`config.mk`:
```
export PLATFORM = sky130hd
export DESIGN_NAME = rssi_triple_collector_flat
export DESIGN_NICKNAME = d
export VERILOG_FILES = /design/src/design/rtc_pkg.sv /design/src/design/rtc_if.sv /design/src/design/rssi_triple_collector.sv /design/src/flat_wrapper.sv
export SDC_FILE = /design/constraint.sdc
export NUM_CORES = 1
export LEC_CHECK = 0
export ABC_CLOCK_PERIOD_IN_PS = 10150
export BUFFER_PORTS_ARGS = -buffer_cell sky130_fd_sc_hd__buf_4
export CAP_MARGIN = 10
export CORE_AREA = 10 10 296 298
export DETAILED_ROUTE_END_ITERATION = 8
export DIE_AREA = 0 0 306 308
export PLACE_DENSITY = 0.86
export SYNTH_ARGS = -nofsm -noshare
export SYNTH_HDL_FRONTEND = slang
export SYNTH_SLANG_ARGS = --single-unit
```
`constraint.sdc`:
```
create_clock -name clock -period 10.15 [get_ports clock]
set_input_delay 0.5075 -clock clock [delete_from_list [all_inputs] [get_ports clock]]
set_output_delay 0.5075 -clock clock [all_outputs]
set_load 0.02 [all_outputs]
```
`src/design/rtc_pkg.sv`:
```
// Shared types and constants for the RSSI triple collector.
package rtc_pkg;

   localparam int MAC_WIDTH             = 48;
   localparam int LEVEL_WIDTH           = 8;
   localparam int SNIFFER_COUNT         = 3;
   localparam int DEFAULT_TABLE_ENTRIES = 16;

   typedef logic [MAC_WIDTH-1:0]          mac_type;
   typedef logic signed [LEVEL_WIDTH-1:0] level_type;
   typedef logic [1:0]                    sniffer_type;
   typedef logic [SNIFFER_COUNT-1:0]      marks_type;

   localparam sniffer_type SNIFFER_UNKNOWN = 2'd3;
   localparam marks_type   ALL_REPORTED    = 3'b111;

   typedef struct packed {
      mac_type                      mac;
      level_type [SNIFFER_COUNT-1:0] levels;
      marks_type                    reported;
   } entry_type;

   typedef enum logic [1:0] {
      ST_IDLE,
      ST_SCAN,
      ST_COMMIT
   } state_type;

endpackage

```
`src/design/rtc_if.sv`:
```
// Valid/ready channel interfaces for report and result beats.
interface rtc_req_if;
   rtc_pkg::mac_type     device_mac;
   rtc_pkg::sniffer_type sniffer_id;
   rtc_pkg::level_type   signal_level;
   logic                 valid;
   logic                 ready;

   modport source (output valid, device_mac, sniffer_id, signal_level, input ready);
   modport sink   (input valid, device_mac, sniffer_id, signal_level, output ready);
endinterface

interface rtc_rsp_if;
   rtc_pkg::mac_type   out_mac;
   rtc_pkg::level_type level_first;
   rtc_pkg::level_type level_second;
   rtc_pkg::level_type level_third;
   logic               valid;
   logic               ready;

   modport source (output valid, out_mac, level_first, level_second, level_third,
                   input ready);
   modport sink   (input valid, out_mac, level_first, level_second, level_third,
                   output ready);
endinterface

```
`src/design/rssi_triple_collector.sv`:
```
// Top level: collects three sniffer RSSI reports per MAC in a scanned table.
//
//   channel   dir   beat contents
//   req_bus   in    device_mac, sniffer_id, signal_level
//   rsp_bus   out   out_mac, level_first, level_second, level_third
//
// A report from an unknown sniffer is dropped without a scan. Otherwise the
// entries in use are read one per cycle through the single read port of the
// entry memory; a match is written back in the commit state, else a new entry
// is appended if the table is not full. A result waits in an output register;
// the next report is taken meanwhile, and only a completing commit waits for
// that register to drain. Synchronous reset clears the entry count, no
// memory clearing pass is needed.
module rssi_triple_collector
   #(parameter int TABLE_ENTRIES = rtc_pkg::DEFAULT_TABLE_ENTRIES)
   (input  logic          clock,
    input  logic          reset,
    rtc_req_if.sink       req_bus,
    rtc_rsp_if.source     rsp_bus);

   import rtc_pkg::*;

   localparam int CW = $clog2(TABLE_ENTRIES + 1);
   localparam int IW = (TABLE_ENTRIES > 1) ? $clog2(TABLE_ENTRIES) : 1;

   entry_type entry_mem [TABLE_ENTRIES];

   state_type   state_ff, state_in;
   logic [CW-1:0] used_ff, used_in;
   logic [CW-1:0] scan_idx_ff, scan_idx_in;
   logic [CW-1:0] rd_idx_ff;
   logic          rd_live_ff, rd_live_in;
   entry_type     rd_ff;
   mac_type       mac_ff;
   sniffer_type   sniffer_ff;
   level_type     level_ff;
   logic          rsp_valid_ff, rsp_valid_in;
   mac_type       out_mac_ff;
   level_type [SNIFFER_COUNT-1:0] out_levels_ff;

   logic          req_ready;
   logic          accept;
   logic          hit;
   logic          rd_load;
   logic          mem_we;
   logic [IW-1:0] mem_waddr;
   entry_type     mem_wdata;
   entry_type     merged;
   entry_type     fresh;
   logic          complete;
   logic          out_load;

   assign accept = req_bus.valid && req_ready;
   assign hit    = rd_live_ff && (rd_ff.mac == mac_ff);

   always_comb begin
      merged                     = rd_ff;
      merged.levels[sniffer_ff]  = level_ff;
      merged.reported            = rd_ff.reported | marks_type'(3'b001 << sniffer_ff);
      complete                   = (merged.reported == ALL_REPORTED);
      if (complete) begin
         merged.reported = '0;
      end
      fresh                      = '0;
      fresh.mac                  = mac_ff;
      fresh.levels[sniffer_ff]   = level_ff;
      fresh.reported             = marks_type'(3'b001 << sniffer_ff);
   end

   always_ff @(posedge clock) begin
      if (reset) begin
         state_ff     <= ST_IDLE;
         used_ff      <= '0;
         rsp_valid_ff <= 1'b0;
      end else begin
         state_ff     <= state_in;
         used_ff      <= used_in;
         rsp_valid_ff <= rsp_valid_in;
      end
   end

   always_comb begin
      state_in     = state_ff;
      used_in      = used_ff;
      scan_idx_in  = scan_idx_ff;
      rd_live_in   = rd_live_ff;
      req_ready    = 1'b0;
      rd_load      = 1'b0;
      mem_we       = 1'b0;
      mem_waddr    = used_ff[IW-1:0];
      mem_wdata    = fresh;
      out_load     = 1'b0;
      rsp_valid_in = rsp_valid_ff && !rsp_bus.ready;
      unique case (state_ff)
         ST_IDLE: begin
            req_ready   = 1'b1;
            scan_idx_in = '0;
            rd_live_in  = 1'b0;
            if (accept && req_bus.sniffer_id != SNIFFER_UNKNOWN) begin
               state_in = ST_SCAN;
            end
         end
         ST_SCAN: begin
            if (hit) begin
               state_in = ST_COMMIT;
            end else if (!rd_live_ff && scan_idx_ff >= used_ff) begin
               state_in = ST_IDLE;
               if (used_ff < CW'(TABLE_ENTRIES)) begin
                  mem_we  = 1'b1;
                  used_in = used_ff + CW'(1);
               end
            end else begin
               rd_load    = 1'b1;
               rd_live_in = scan_idx_ff < used_ff;
               if (scan_idx_ff < used_ff) begin
                  scan_idx_in = scan_idx_ff + CW'(1);
               end
            end
         end
         ST_COMMIT: begin
            mem_waddr = rd_idx_ff[IW-1:0];
            mem_wdata = merged;
            if (!(complete && rsp_valid_ff && !rsp_bus.ready)) begin
               mem_we   = 1'b1;
               state_in = ST_IDLE;
               if (complete) begin
                  out_load     = 1'b1;
                  rsp_valid_in = 1'b1;
               end
            end
         end
         default: begin
            state_in = ST_IDLE;
         end
      endcase
   end

   always_ff @(posedge clock) begin
      scan_idx_ff <= scan_idx_in;
      rd_live_ff  <= rd_live_in;
      if (accept) begin
         mac_ff     <= req_bus.device_mac;
         sniffer_ff <= req_bus.sniffer_id;
         level_ff   <= req_bus.signal_level;
      end
      if (rd_load) begin
         rd_ff     <= entry_mem[scan_idx_ff[IW-1:0]];
         rd_idx_ff <= scan_idx_ff;
      end
      if (mem_we) begin
         entry_mem[mem_waddr] <= mem_wdata;
      end
      if (out_load) begin
         out_mac_ff    <= rd_ff.mac;
         out_levels_ff <= merged.levels;
      end
   end

   assign req_bus.ready        = req_ready;
   assign rsp_bus.valid        = rsp_valid_ff;
   assign rsp_bus.out_mac      = out_mac_ff;
   assign rsp_bus.level_first  = out_levels_ff[0];
   assign rsp_bus.level_second = out_levels_ff[1];
   assign rsp_bus.level_third  = out_levels_ff[2];

   a_used_bound: assert property (@(posedge clock) disable iff (reset)
      used_ff <= CW'(TABLE_ENTRIES))
      else $error("entry count beyond table size");

   a_unknown_drop: assert property (@(posedge clock) disable iff (reset)
      accept && req_bus.sniffer_id == SNIFFER_UNKNOWN |=> state_ff == ST_IDLE)
      else $error("unknown sniffer report started a scan");

   a_result_from_commit: assert property (@(posedge clock) disable iff (reset)
      $rose(rsp_valid_ff) |-> $past(state_ff) == ST_COMMIT)
      else $error("result raised outside a commit");

   a_commit_in_range: assert property (@(posedge clock) disable iff (reset)
      state_ff == ST_COMMIT |-> rd_idx_ff < used_ff)
      else $error("commit to an unused entry");

endmodule
```
`src/flat_wrapper.sv`:
```
// flat-port wrapper written by rule: the top's interface ports become plain ports
module rssi_triple_collector_flat import rtc_pkg::*;
#(parameter int TABLE_ENTRIES = rtc_pkg::DEFAULT_TABLE_ENTRIES)
  (clock, reset, req_bus_valid, req_bus_device_mac, req_bus_sniffer_id, req_bus_signal_level, req_bus_ready, rsp_bus_valid, rsp_bus_out_mac, rsp_bus_level_first, rsp_bus_level_second, rsp_bus_level_third, rsp_bus_ready);
  rtc_req_if req_bus_i ();
  rtc_rsp_if rsp_bus_i ();
  input  logic clock;
  input  logic reset;
  input wire logic [$bits(req_bus_i.valid)-1:0] req_bus_valid;
  input wire logic [$bits(req_bus_i.device_mac)-1:0] req_bus_device_mac;
  input wire logic [$bits(req_bus_i.sniffer_id)-1:0] req_bus_sniffer_id;
  input wire logic [$bits(req_bus_i.signal_level)-1:0] req_bus_signal_level;
  output wire logic [$bits(req_bus_i.ready)-1:0] req_bus_ready;
  output wire logic [$bits(rsp_bus_i.valid)-1:0] rsp_bus_valid;
  output wire logic [$bits(rsp_bus_i.out_mac)-1:0] rsp_bus_out_mac;
  output wire logic [$bits(rsp_bus_i.level_first)-1:0] rsp_bus_level_first;
  output wire logic [$bits(rsp_bus_i.level_second)-1:0] rsp_bus_level_second;
  output wire logic [$bits(rsp_bus_i.level_third)-1:0] rsp_bus_level_third;
  input wire logic [$bits(rsp_bus_i.ready)-1:0] rsp_bus_ready;
  assign req_bus_i.valid = req_bus_valid;
  assign req_bus_i.device_mac = req_bus_device_mac;
  assign req_bus_i.sniffer_id = req_bus_sniffer_id;
  assign req_bus_i.signal_level = req_bus_signal_level;
  assign req_bus_ready = req_bus_i.ready;
  assign rsp_bus_valid = rsp_bus_i.valid;
  assign rsp_bus_out_mac = rsp_bus_i.out_mac;
  assign rsp_bus_level_first = rsp_bus_i.level_first;
  assign rsp_bus_level_second = rsp_bus_i.level_second;
  assign rsp_bus_level_third = rsp_bus_i.level_third;
  assign rsp_bus_i.ready = rsp_bus_ready;
  rssi_triple_collector #(.TABLE_ENTRIES(TABLE_ENTRIES)) u_core (.clock(clock), .reset(reset), .req_bus(req_bus_i), .rsp_bus(rsp_bus_i));
endmodule
```
==> results.py <==
metrics = {
    "route": {
        "wl_per_cell_um": 42.4,
        "drt-total-wl_um": 154000,
        "drc": 0,
        "via_per_inst": 7.66,
        "num_vias": 27900,
        "final_antenna_net_count": 0,
        "first_pass_iters": 5,
        "first_iter_violations": 4731,
    },
    "layout": {
        "drive_gt1_frac": 0.321,
        "fin_nets": 2543,
        "syn2layout_area_growth_pct": 13.3,
        "diodes": 0,
        "fillers": 3733,
    },
    "grt": {
        "antenna_found_initial": 3,
        "track_usage": 0.332,
        "grt_pass1_wl_um": 219000,
        "grt_pass1_vias": 28700,
        "grt_max_degree": 172,
        "overflow": 0,
    },
    "worst_setup_path": {
        "worstPathRequired_ps": 10520,
        "arrival_ps": 5560,
        "crit_type": "register to register",
        "crit_chain": "inv_1 -> ha_1 -> nand4_1 -> o221a_2 -> nor4_4 -> a21o_1 -> nand3_1 -> nor2_4 -> buf_4 -> buf_4",
        "cp_common_cell": "buf_4",
        "end_kind": "register",
        "slowest_stage": "nor2_4",
        "slowest_delay_ps": 800,
        "crit_path_max_fanout": 36,
        "cp-start-kind": "register",
    },
    "clock_tree": {
        "path_clk_slew_ps": 60,
        "cts_tree": "yes",
        "cts-htree-levels": 4,
        "clock-sinks": 1423,
        "clkLatencyLatePin_ps": 770,
        "cts_setup_buffers": 0,
        "cts-root-buf": "clkbuf_16",
        "clockBufferDepth": 3,
        "cts_made_buffers": 135,
    },
    "power_and_ir_drop": {
        "pwr-share-clk": 0.329,
        "p_seq_frac": 0.457,
        "powerDensity_mw_per_mm2": 258,
        "combPwrFrac": 0.214,
        "p_sw_mw": 4.45,
        "irDropWorstVdd_mv": 0.280,
        "p_int_mw": 11.4,
        "leakagePower_nw": 19.3,
        "switching_share": 0.281,
    },
    "floorplanning": {
        "initial_core_util": 0.664,
        "io_pins": 136,
        "core_area_mm2": 0.0816,
        "die-area_mm2": 0.0942,
        "fp.dieW_um": 306,
        "die_h_um": 308,
        "rows": 105,
    },
    "logic_synthesis": {
        "synth_area_mm2": 0.0542,
        "avgSynthCellArea_um2": 24.7,
        "synthTopCellsByArea": "edfxtp_1, mux4_2, mux2_2",
        "yosysSeqAreaShare": 0.787,
        "synth_edf_count": 1415,
        "synth_warnings": 0,
        "ys_seq_elements": 1423,
        "yosysMostFrequentCell": "edfxtp_1",
        "synthTopCellsByCount": "edfxtp_1, mux4_2, mux2_2",
        "synthCells": 2196,
        "synthesis.nets": 2268,
        "synth_top_cell_by_area": "edfxtp_1",
        "synthArstFlopShare": 0,
        "synth_top_area_frac": 0.784,
        "synthFlopType": "edfxtp_1",
        "yosysUniqueCellTypes": 45,
    },
    "sta": {
        "skew_ps": 39.9,
        "min_period_ps": 5190,
        "whs_ps": 60.7,
        "hold_viol": 0,
        "tightest_slew_ps": 1270,
        "setup_viol": 0,
        "min_period_over_period": 0.511,
        "max-slew-margin-rel": 0.150,
        "rsz0062_at_grt": "no",
        "max_freq_mhz": 193,
        "fin_tns_setup_ps": 0,
        "drv_slew": 0,
    },
    "min_path": {
        "worstHoldPathType": "primary input to register",
    },
    "job": {
        "drv_cap": 0,
    },
    "placement": {
        "io_buffer_count": 135,
        "gp_congestion": 0.810,
        "dpl.hpwl_um": 71400,
    },
    "outcome": {
        "outcome": "complete, no violations",
    },
}
==> layer usage <==
metal,track usage,up-vias,part of all wire
met4,0.173,4,0.058
li1,-,9993,-
met2,0.532,3067,0.49
met1,0.422,14200,0.32
met5,0,-,0.00021
met3,0.0845,609,0.13
==> registers in the layout (all words and copies together) (netlist names), 2 cells and up <==
signal and cells:
u_core.rsp_bus.level_first 8, u_core.rsp_bus.out_mac 48, u_core.rd_ff 27, u_core.level_ff 8, u_core.rd_idx_ff 4, u_core.rsp_bus.level_third 8, u_core.entry_mem 1200, u_core.mac_ff 48
u_core.rsp_bus.level_second 8, u_core.used_ff 5, u_core.sniffer_ff 2, u_core.merged 48, u_core.state_ff 2, u_core.scan_idx_ff 5
==> cells by family (layout without fill, tap and decap cells) <==
group,Yosys count,count (layout),share of synthesized area
mux,447,447,0.172
compound gates,59,59,0.00866
flops,1423,1423,0.787
fa+ha+maj,10,10,0.00231
simple gates,90,90,0.00850
xor+xnor,51,51,0.00825
buf+inv,116,491,0.0128
==> power groups by stage <==
| stage | clock (mW) | sequential [mW] | combinational [mW] |
|---|---|---|---|
| finish | 5.21 | 7.24 | 3.40 |
| global placement | 0 | 7.29 | 3.03 |
| detailed placement | 0 | 7.31 | 3.16 |
| CTS | 5.19 | 7.21 | 3.36 |
| floorplan | 0 | 7.20 | 2.45 |
| global route | 5.41 | 7.24 | 3.52 |
==> cell usage in the layout (no fill, tap or decap), types with 8 or more instances in the layout <==
cell and n:
nor2_1 16, mux4_1 19, dlygate4sd3_1 58, clkinv_1 18, bufinv_16 14, mux2_2 71, dfxtp_1 8, nand3_1 9
edfxtp_1 1415, clkbuf_1 27, buf_4 177, nor2_4 16, mux4_2 356, a22o_1 24, xor2_1 45, nor4_1 11
nand2_1 11, clkinv_2 20, ha_1 9, clkbuf_16 137, a21oi_1 8, inv_1 13
==> per-stage QoR <==
stage / total power, mW / cells / setup slack [ps] / util / instance area (µm²)
floorplan: 9.64 / 2196 / 4500 / - / 54200
global placement: 10.3 / 3344 / 5690 / 0.691 / 56400
detailed placement: 10.5 / 3345 / 5570 / 0.692 / 56400
CTS: 15.8 / 3640 / 5160 / 0.752 / 61400
global route: 16.2 / 3641 / 4980 / 0.753 / 61400
finish: 15.8 / 3641 / 4960 / 0.753 / 61400
==> worst max-delay path: cells and delay by family, from the launching register on <==
kind	cells	cell delay, ps
AOI/OAI and AO/OA	2	610
adders and majority gates	1	410
buffers and inverters	3	1420
DFF	1	470
and+or+nand+nor	4	1840
==> what timing repair did <==
action / 4_1_cts / 5_1_grt
endpoints found under the hold margin: 58 / 0
hold buffers: 58 / 0
gates resized for setup: 0 / 0
==> worst paths after layout <==
kind | from | end | slack, ps | cells after the start
max | u_core.used_ff[2] | u_core.entry_mem[5][56] | 4960 | 10
min | rsp_bus_ready | u_core.rsp_bus.valid | 60 | 4
max reg2reg | u_core.used_ff[2] | u_core.entry_mem[5][56] | 4960 | 10
min reg2reg | u_core.merged[64] | u_core.rsp_bus.out_mac[37] | 530 | 0
==> layout make-up <==
class                           count  area, µm²  share of cell area
Sequential cell                  1423      42700               0.695
Multi-Input combinational cell    657      11000               0.179
Clock buffer                      166       3560              0.0579
Timing Repair Buffer              240       1990              0.0325
Tap cell                         1070       1340              0.0218
Clock inverter                     71        833              0.0136
Inverter                           14       55.1            0.000897
No activity file was read; power rests on OpenSTA's default activity.
